==> src/pfc_pkg.sv <==
// shared types, format codes and expansion tables for the pixel format converter
`default_nettype none
package pfc_pkg;

  typedef enum logic [2:0] {
    FMT_ARGB4444 = 3'd0,
    FMT_RGBA4444 = 3'd1,
    FMT_RGB565   = 3'd2,
    FMT_RGB      = 3'd3,
    FMT_RGBA     = 3'd4,
    FMT_ARGB     = 3'd5
  } fmt_t;

  localparam int unsigned CFG_IDX_W = 2;
  localparam logic [CFG_IDX_W-1:0] REG_SRC_FORMAT = 2'd0;
  localparam logic [CFG_IDX_W-1:0] REG_DST_FORMAT = 2'd1;

  localparam int unsigned PROD_W = 14;

  typedef struct packed {
    logic [7:0] r;
    logic [7:0] g;
    logic [7:0] b;
    logic [7:0] a;
  } chan_t;

  typedef struct packed {
    logic [PROD_W-1:0] r;
    logic [PROD_W-1:0] g;
    logic [PROD_W-1:0] b;
    logic [PROD_W-1:0] a;
  } prod_t;

  typedef struct packed {
    logic        bypass;
    logic [31:0] word;
  } byp_t;

  typedef logic [31:0][7:0] w5_tab_t;
  typedef logic [63:0][7:0] w6_tab_t;

  function automatic w5_tab_t build_w5();
    w5_tab_t t;
    for (int i = 0; i < 32; i++) begin
      t[i] = 8'((i * 255) / 31);
    end
    return t;
  endfunction

  function automatic w6_tab_t build_w6();
    w6_tab_t t;
    for (int i = 0; i < 64; i++) begin
      t[i] = 8'((i * 255) / 63);
    end
    return t;
  endfunction

  localparam w5_tab_t W5_TAB = build_w5();
  localparam w6_tab_t W6_TAB = build_w6();

  function automatic logic fmt_ok(logic [2:0] f);
    return f <= FMT_ARGB;
  endfunction

endpackage
`default_nettype wire

==> src/pfc_unpack.sv <==
// first stage: expands the source pixel to four 8-bit channels or prepares a bypass word
`default_nettype none
module pfc_unpack
  import pfc_pkg::*;
(
  input  wire logic        clk,
  input  wire logic        rst_n,
  input  wire logic        up_valid,
  output logic             up_ready,
  input  wire logic [31:0] pixel,
  input  wire logic [2:0]  src_fmt,
  input  wire logic [2:0]  dst_fmt,
  output logic             dn_valid,
  input  wire logic        dn_ready,
  output chan_t            chan,
  output byp_t             byp
);

  logic  valid_r;
  chan_t chan_r, chan_nxt;
  byp_t  byp_r, byp_nxt;

  assign up_ready = !valid_r || dn_ready;
  assign dn_valid = valid_r;
  assign chan     = chan_r;
  assign byp      = byp_r;

  always_comb begin
    chan_nxt = '0;
    unique case (src_fmt)
      FMT_ARGB4444: begin
        chan_nxt.a = {pixel[15:12], pixel[15:12]};
        chan_nxt.r = {pixel[11:8], pixel[11:8]};
        chan_nxt.g = {pixel[7:4], pixel[7:4]};
        chan_nxt.b = {pixel[3:0], pixel[3:0]};
      end
      FMT_RGBA4444: begin
        chan_nxt.r = {pixel[15:12], pixel[15:12]};
        chan_nxt.g = {pixel[11:8], pixel[11:8]};
        chan_nxt.b = {pixel[7:4], pixel[7:4]};
        chan_nxt.a = {pixel[3:0], pixel[3:0]};
      end
      FMT_RGB565: begin
        chan_nxt.r = W5_TAB[pixel[15:11]];
        chan_nxt.g = W6_TAB[pixel[10:5]];
        chan_nxt.b = W5_TAB[pixel[4:0]];
        chan_nxt.a = 8'hff;
      end
      FMT_RGB: begin
        chan_nxt.r = pixel[7:0];
        chan_nxt.g = pixel[15:8];
        chan_nxt.b = pixel[23:16];
        chan_nxt.a = 8'hff;
      end
      FMT_RGBA: begin
        chan_nxt.r = pixel[7:0];
        chan_nxt.g = pixel[15:8];
        chan_nxt.b = pixel[23:16];
        chan_nxt.a = pixel[31:24];
      end
      FMT_ARGB: begin
        chan_nxt.a = pixel[7:0];
        chan_nxt.r = pixel[15:8];
        chan_nxt.g = pixel[23:16];
        chan_nxt.b = pixel[31:24];
      end
      default: chan_nxt = '0;
    endcase
  end

  always_comb begin
    byp_nxt = '0;
    if (!fmt_ok(src_fmt) || !fmt_ok(dst_fmt)) begin
      byp_nxt.bypass = 1'b1;
    end else if (src_fmt == dst_fmt) begin
      byp_nxt.bypass = 1'b1;
      if (src_fmt <= FMT_RGB565) begin
        byp_nxt.word = {16'h0, pixel[15:0]};
      end else if (src_fmt == FMT_RGB) begin
        byp_nxt.word = {8'h0, pixel[23:0]};
      end else begin
        byp_nxt.word = pixel;
      end
    end
  end

  always_ff @(posedge clk) begin
    if (!rst_n) begin
      valid_r <= 1'b0;
    end else if (up_ready) begin
      valid_r <= up_valid;
    end
  end

  always_ff @(posedge clk) begin
    if (up_ready && up_valid) begin
      chan_r <= chan_nxt;
      byp_r  <= byp_nxt;
    end
  end

endmodule
`default_nettype wire

==> src/pfc_scale.sv <==
// second stage: each channel times top code of its dest field, if under 8 bits
`default_nettype none
module pfc_scale
  import pfc_pkg::*;
(
  input  wire logic       clk,
  input  wire logic       rst_n,
  input  wire logic       up_valid,
  output logic            up_ready,
  input  wire chan_t      chan,
  input  wire byp_t       byp_in,
  input  wire logic [2:0] dst_fmt,
  output logic            dn_valid,
  input  wire logic       dn_ready,
  output prod_t           prod,
  output byp_t            byp
);

  logic        valid_r;
  prod_t       prod_r, prod_nxt;
  byp_t        byp_r;
  logic [5:0]  top_r4, top_g4, top_b4, top_a4;
  logic        wide_fmt;

  assign up_ready = !valid_r || dn_ready;
  assign dn_valid = valid_r;
  assign prod     = prod_r;
  assign byp      = byp_r;

  always_comb begin
    wide_fmt = 1'b0;
    top_r4   = 6'd0;
    top_g4   = 6'd0;
    top_b4   = 6'd0;
    top_a4   = 6'd0;
    unique case (dst_fmt)
      FMT_ARGB4444, FMT_RGBA4444: begin
        top_r4 = 6'd15;
        top_g4 = 6'd15;
        top_b4 = 6'd15;
        top_a4 = 6'd15;
      end
      FMT_RGB565: begin
        top_r4 = 6'd31;
        top_g4 = 6'd63;
        top_b4 = 6'd31;
      end
      default: wide_fmt = 1'b1;
    endcase
  end

  always_comb begin
    if (wide_fmt) begin
      prod_nxt.r = PROD_W'(chan.r);
      prod_nxt.g = PROD_W'(chan.g);
      prod_nxt.b = PROD_W'(chan.b);
      prod_nxt.a = PROD_W'(chan.a);
    end else begin
      prod_nxt.r = PROD_W'(chan.r) * PROD_W'(top_r4);
      prod_nxt.g = PROD_W'(chan.g) * PROD_W'(top_g4);
      prod_nxt.b = PROD_W'(chan.b) * PROD_W'(top_b4);
      prod_nxt.a = PROD_W'(chan.a) * PROD_W'(top_a4);
    end
  end

  always_ff @(posedge clk) begin
    if (!rst_n) begin
      valid_r <= 1'b0;
    end else if (up_ready) begin
      valid_r <= up_valid;
    end
  end

  always_ff @(posedge clk) begin
    if (up_ready && up_valid) begin
      prod_r <= prod_nxt;
      byp_r  <= byp_in;
    end
  end

endmodule
`default_nettype wire

==> src/pfc_pack.sv <==
// third stage: 16-bit formats divide by 255; packs dst word into the output register
`default_nettype none
module pfc_pack
  import pfc_pkg::*;
(
  input  wire logic        clk,
  input  wire logic        rst_n,
  input  wire logic        up_valid,
  output logic             up_ready,
  input  wire prod_t       prod,
  input  wire byp_t        byp,
  input  wire logic [2:0]  dst_fmt,
  output logic             dn_valid,
  input  wire logic        dn_ready,
  output logic [31:0]      pixel
);

  logic        valid_r;
  logic [31:0] pixel_r, pixel_nxt;
  logic [6:0]  qr, qg, qb, qa;

  assign up_ready = !valid_r || dn_ready;
  assign dn_valid = valid_r;
  assign pixel    = pixel_r;

  function automatic logic [6:0] div255(logic [PROD_W-1:0] x);
    logic [PROD_W:0] s;
    s = (PROD_W+1)'(x) + (PROD_W+1)'(1) + (PROD_W+1)'(x[PROD_W-1:8]);
    return s[PROD_W:8];
  endfunction

  assign qr = div255(prod.r);
  assign qg = div255(prod.g);
  assign qb = div255(prod.b);
  assign qa = div255(prod.a);

  always_comb begin
    pixel_nxt = '0;
    if (byp.bypass) begin
      pixel_nxt = byp.word;
    end else begin
      unique case (dst_fmt)
        FMT_ARGB4444: pixel_nxt = {16'h0, qa[3:0], qr[3:0], qg[3:0], qb[3:0]};
        FMT_RGBA4444: pixel_nxt = {16'h0, qr[3:0], qg[3:0], qb[3:0], qa[3:0]};
        FMT_RGB565:   pixel_nxt = {16'h0, qr[4:0], qg[5:0], qb[4:0]};
        FMT_RGB:      pixel_nxt = {8'h0, prod.b[7:0], prod.g[7:0], prod.r[7:0]};
        FMT_RGBA:     pixel_nxt = {prod.a[7:0], prod.b[7:0], prod.g[7:0], prod.r[7:0]};
        FMT_ARGB:     pixel_nxt = {prod.b[7:0], prod.g[7:0], prod.r[7:0], prod.a[7:0]};
        default:      pixel_nxt = '0;
      endcase
    end
  end

  always_ff @(posedge clk) begin
    if (!rst_n) begin
      valid_r <= 1'b0;
    end else if (up_ready) begin
      valid_r <= up_valid;
    end
  end

  always_ff @(posedge clk) begin
    if (up_ready && up_valid) begin
      pixel_r <= pixel_nxt;
    end
  end

endmodule
`default_nettype wire

==> src/pixel_format_converter.sv <==
// pixel format converter top level: format registers and three-stage pipeline
//
// Converts packed pixels between ARGB4444, RGBA4444, RGB565, RGB, RGBA and
// ARGB (codes 0 to 5 in src_format and dst_format, written through the cfg port
// at index 0 and 1). Throughput is one pixel per cycle while out_ready does not
// stall the output; a request passes three register stages: unpack with table
// expansion, channel scaling by one small multiplier per channel, and the
// reciprocal divide by 255 with packing into the output register. Each stage
// holds its item on a stall and frees itself when the next one takes it, so a
// waiting result never blocks new requests while bubbles remain. Equal formats
// pass the pixel through at its own width; a code of 6 or 7 yields zero. Change
// the formats only while no request is in flight.
`default_nettype none
module pixel_format_converter
  import pfc_pkg::*;
(
  input  wire logic                 clk,
  input  wire logic                 rst_n,
  input  wire logic                 in_valid,
  output logic                      in_ready,
  input  wire logic [31:0]          in_src_pixel,
  output logic                      out_valid,
  input  wire logic                 out_ready,
  output logic [31:0]               out_dst_pixel,
  input  wire logic                 cfg_valid,
  output logic                      cfg_ready,
  input  wire logic [CFG_IDX_W-1:0] cfg_index,
  input  wire logic [2:0]           cfg_data
);

  logic [2:0] src_fmt_r;
  logic [2:0] dst_fmt_r;

  logic  s1_valid, s1_ready;
  chan_t s1_chan;
  byp_t  s1_byp;
  logic  s2_valid, s2_ready;
  prod_t s2_prod;
  byp_t  s2_byp;

  assign cfg_ready = 1'b1;

  always_ff @(posedge clk) begin
    if (!rst_n) begin
      src_fmt_r <= FMT_RGBA;
      dst_fmt_r <= FMT_RGBA;
    end else if (cfg_valid && cfg_ready) begin
      if (cfg_index == REG_SRC_FORMAT) begin
        src_fmt_r <= cfg_data;
      end else if (cfg_index == REG_DST_FORMAT) begin
        dst_fmt_r <= cfg_data;
      end
    end
  end

  pfc_unpack u_unpack (
    .clk      (clk),
    .rst_n    (rst_n),
    .up_valid (in_valid),
    .up_ready (in_ready),
    .pixel    (in_src_pixel),
    .src_fmt  (src_fmt_r),
    .dst_fmt  (dst_fmt_r),
    .dn_valid (s1_valid),
    .dn_ready (s1_ready),
    .chan     (s1_chan),
    .byp      (s1_byp)
  );

  pfc_scale u_scale (
    .clk      (clk),
    .rst_n    (rst_n),
    .up_valid (s1_valid),
    .up_ready (s1_ready),
    .chan     (s1_chan),
    .byp_in   (s1_byp),
    .dst_fmt  (dst_fmt_r),
    .dn_valid (s2_valid),
    .dn_ready (s2_ready),
    .prod     (s2_prod),
    .byp      (s2_byp)
  );

  pfc_pack u_pack (
    .clk      (clk),
    .rst_n    (rst_n),
    .up_valid (s2_valid),
    .up_ready (s2_ready),
    .prod     (s2_prod),
    .byp      (s2_byp),
    .dst_fmt  (dst_fmt_r),
    .dn_valid (out_valid),
    .dn_ready (out_ready),
    .pixel    (out_dst_pixel)
  );

`ifndef SYNTHESIS
  // an empty first stage always takes a request
  a_ready_when_empty: assert property (@(posedge clk) disable iff (!rst_n)
    !s1_valid |-> in_ready)
    else $error("input stalled with empty first stage");

  // unknown format codes give a zero result
  a_bad_code_zero: assert property (@(posedge clk) disable iff (!rst_n)
    (out_valid && (src_fmt_r > FMT_ARGB || dst_fmt_r > FMT_ARGB)) |-> out_dst_pixel == 32'h0)
    else $error("nonzero result for unknown format");

  // 16-bit destinations leave the upper half clear
  a_narrow_upper_zero: assert property (@(posedge clk) disable iff (!rst_n)
    (out_valid && dst_fmt_r <= FMT_RGB565) |-> out_dst_pixel[31:16] == 16'h0)
    else $error("upper half set for 16-bit destination");

  // 24-bit destination leaves the top byte clear
  a_rgb_top_zero: assert property (@(posedge clk) disable iff (!rst_n)
    (out_valid && dst_fmt_r == FMT_RGB) |-> out_dst_pixel[31:24] == 8'h0)
    else $error("top byte set for 24-bit destination");
`endif

endmodule
`default_nettype wire
==> config.mk <==
export PLATFORM = sky130hd
export DESIGN_NAME = pixel_format_converter
export DESIGN_NICKNAME = d
export VERILOG_FILES = /design/src/pfc_pkg.sv /design/src/pfc_unpack.sv /design/src/pfc_scale.sv /design/src/pfc_pack.sv /design/src/pixel_format_converter.sv
export SDC_FILE = /design/constraint.sdc
export NUM_CORES = 1
export LEC_CHECK = 0
export ABC_AREA = 1
export BUFFER_PORTS_ARGS = -buffer_cell sky130_fd_sc_hd__buf_4
export CORE_ASPECT_RATIO = 1.1
export CORE_MARGIN = 4
export CORE_UTILIZATION = 35
export DETAILED_ROUTE_END_ITERATION = 16
export PLACE_DENSITY = 0.56
export SLEW_MARGIN = 20
export SYNTH_ARGS = -nofsm -noshare
export SYNTH_HDL_FRONTEND = slang
export SYNTH_SLANG_ARGS = --single-unit
==> constraint.sdc <==
create_clock -name clk -period 5.49 [get_ports clk]
set_input_delay 0.549 -clock clk [delete_from_list [all_inputs] [get_ports clk]]
set_output_delay 0.549 -clock clk [all_outputs]
set_load 0.02 [all_outputs]
==> summary.txt <==
Timing
  • Worst-Margin Slew: 1.03 ns
  • Rel. slew slack: 31.2%
  • RSZ-0062 raised after global routing: no
  • Final worst slack: 0.747 ns
  • Setup TNS Final: 0 ns
  • Min cycle time layout: 4.74 ns
  • Final setup fails: 0
  • Fin crit share: 86.4%
  • Count of pins over their slew limit: 0
  • Clock skew: 0.0223 ns
  • Final hold vios: 0
  • Max Freq: 0.211 GHz

Pwr
  • Worst VDD drop: 0.000221 V
  • Power density cells: 238 nW/um2
  • Combinational power share: 17.5%
  • Flop pwr share: 47.6%
  • P_leak: 0.00749 uW
  • NetSw: 1190 uW
  • Power Internal: 2620 uW
  • Switch share: 31.2%
  • Clock Power Share: 35.0%

Clock network
  • CTS tree: yes
  • H-tree depth: 4
  • Clock slew at reported path FFs: 0.09 ns
  • Cts repair resizes: 0
  • Later-pin clock latency in the skew report: 0.44 ns
  • Clock sink total: 191
  • Number of buffers created by CTS: 17
  • Root Driver: clkbuf_16
  • Clk buf depth: 2
  • Hold buffers post-CTS: 0
  • Setup bufs post-CTS: 0

Finish
  • Area growth from synthesis to layout: 12.3%
  • Final nets: 1,948
  • Diodes inserted: 0
  • Share of layout cells above drive strength 1: 8.72%
  • Fillers: 3,981

Routing
  • Routed Antenna Nets: 0
  • Residual DRC: 0
  • Via count: 11,700
  • Via/cell ratio: 5.14
  • WL final: 40,900 um
  • DR pass1 iterations: 6
  • Wirelength per Cell: 18.0 um
  • Initial DRC Count: 1,149

Min path
  • HP Class: in -> reg
  • Hold Path Cell Cnt: 3

GRT
  • Largest net degree at the start of global routing: 52
  • First-pass GRT wire length: 63,900 um
  • Total GRT Usage: 18.4%
  • Vias in the first global route: 11,500
  • GRT overflow: 0
  • Initial antenna violation count: 0

Setup path
  • Required @ worst endpoint: 5.68 ns
  • Max incr delay on CP: 0.58 ns
  • Critical Path AT: 4.94 ns
  • Slowest CP cell: nor3_4
  • Critical Path Source Type: register
  • Crit Path Class: reg -> reg
  • Critical Path Most Common Cell: nand2_1
  • Worst reg2reg path depth: 17
  • CP max FO: 16
  • R2r setup slk: 0.75 ns
  • Critical path endpoint category: register
  • CP cell instances: buf_4, nor3_4, inv_1, nand2_1, inv_2, nor2_1, fa_1, fa_1, ha_1, nand2_1, nand2_1, a31oi_1, o21ai_0, a31oi_1, nand2_1, nand2_1, nor2_1

Floorplanning
  • CORE AREA: 40,200 um2
  • Site Rows: 77
  • Die area: 43,900 um2
  • Io pins: 77
  • Die Span Y: 219 um
  • Initial core utilization: 35.4%
  • Die Wd: 200 um

Synth
  • Synth Instances: 1,675
  • Post-synth ARST share: 0%
  • EDFF count, synth: 182
  • Seq/Total Area, Yosys: 39.7%
  • Avg Inst Size Synth: 8.49 um2
  • Count of different cell masters after synthesis: 50
  • Syn Nets: 1,881
  • Synthesized area: 14,200 um2
  • Synth area leaders: edfxtp_1 38%, nand2_1 10%, fa_1 9.7%
  • Yosys warns: 0
  • Yosys top cell area share: 38.4%
  • Flops & latches, synth: 191
  • Primary FF master, synth: edfxtp_1
  • Cell taking the most area after synthesis: edfxtp_1

Placement
  • PortBufs: 75
  • GP Congestion: 0.920
  • DP HPWL: 32,800 um
  • Place WS: 0.804 ns

Outcome
  • Status: complete, no violations

Job
  • Max Cap Viol: 0
-- power by group through the flow --
stage               Combinational, uW  Clock, uW  Sequential (uW)
floorplan                         443          0             1810
global placement                  652          0             1840
detailed placement                656          0             1840
CTS                               662       1350             1810
global route                      750       1420             1820
finish                            665       1330             1810
-- state kept, by name (all words and copies together) (netlist names) --
| name | count |
|---|---|
| u_scale.prod | 52 |
| u_unpack.chan | 32 |
| dst_fmt_r | 3 |
| u_unpack.dn_valid | 1 |
| u_pack.pixel | 32 |
| u_unpack.byp | 33 |
| u_scale.byp | 33 |
| u_pack.dn_valid | 1 |
| src_fmt_r | 3 |
| u_scale.dn_valid | 1 |
-- area by class of cell --
| type | count | area (um2) | share of cell area (%) |
|---|---|---|---|
| inverters | 324 | 1220 | 7.63 |
| repair buffers | 88 | 661 | 4.14 |
| clock buffers | 17 | 425 | 2.67 |
| flip-flops and latches | 191 | 5650 | 35.4 |
| clock inverters | 15 | 220 | 1.38 |
| well taps | 513 | 642 | 4.02 |
| multi-input cells | 1120 | 7150 | 44.8 |
-- cell usage in the layout (no fill, tap or decap), types with 25 or more instances in the layout --
| master | Yosys | final |
|---|---|---|
| ha_1 | 95 | 95 |
| nand3_1 | 97 | 97 |
| nand4_1 | 25 | 25 |
| edfxtp_1 | 182 | 182 |
| fa_1 | 69 | 69 |
| buf_4 | 5 | 88 |
| a21oi_1 | 60 | 59 |
| nand2_1 | 386 | 386 |
| o21ai_0 | 88 | 88 |
| inv_1 | 308 | 306 |
| nor2_1 | 143 | 143 |
-- critical path: cells and delay by family, from the launching register on --
| family | cells | cell delay (ns) |
|---|---|---|
| DFF | 1 | 0.38 |
| AOI/OAI and AO/OA | 3 | 0.65 |
| buffers and inverters | 3 | 0.54 |
| and+or+nand+nor | 8 | 1.52 |
| adders and majority gates | 3 | 1.39 |
-- cells in the mapped netlist (2+ instances only) --
library cell / n
nand2_1: 386
inv_1: 308
edfxtp_1: 182
nor2_1: 143
nand3_1: 97
ha_1: 95
o21ai_0: 88
fa_1: 69
a21oi_1: 60
nand4_1: 25
o22ai_1: 22
a22oi_1: 19
buf_2: 18
a31oi_1: 16
nor3_1: 14
inv_2: 13
clkbuf_1: 12
o2111ai_1: 11
dfxtp_1: 9
o211ai_1: 9
o21bai_1: 9
xor2_1: 9
o221ai_1: 6
buf_4: 5
xnor2_1: 5
buf_6: 4
nand3b_1: 4
a21o_1: 3
clkinv_1: 3
nor3_4: 3
o31ai_1: 3
or2_2: 3
a211o_1: 2
and2_1: 2
nor2_4: 2
nor4_1: 2
-- per-stage QoR --
stage,cell area [um2],std cells,hold WS [ns],utilization (%),power (uW)
global placement,15300,2236,0.400,38.1,2490
finish,16000,2268,0.330,39.7,3810
floorplan,14200,1675,0.400,-,2250
detailed placement,15300,2236,0.405,38.1,2500
global route,16000,2268,0.320,39.7,3980
CTS,16000,2268,0.313,39.7,3830
-- final timing paths --
check	startpoint	end
worst max register to register	dst_fmt_r[2]	u_scale.prod[9]
worst min register to register	u_unpack.byp[29]	u_scale.byp[29]
worst min-delay path	cfg_data[2]	src_fmt_r[2]
worst max-delay path	dst_fmt_r[2]	u_scale.prod[9]
-- metal layers --
| metal | part of all wire [%] | global-route usage [%] |
|---|---|---|
| met5 | 0 | 0 |
| met4 | 2.6 | 5.21 |
| met3 | 5.4 | 2.23 |
| met2 | 48 | 31.2 |
| met1 | 44 | 25.2 |
-- cell families (layout without fill, tap and decap cells) --
logic type / count (synthesis) / after routing / share of synthesized area, %
other: 1 / 1 / 0.0264
buffers and inverters: 364 / 444 / 10.1
AO/OA/AOI/OAI: 255 / 255 / 10.9
flip-flops: 191 / 191 / 39.7
adder cells (fa/ha/maj): 164 / 164 / 18.1
XOR/XNOR: 14 / 14 / 0.863
AND/OR/NAND/NOR: 686 / 686 / 20.3
No activity file was read; power rests on OpenSTA's default activity.
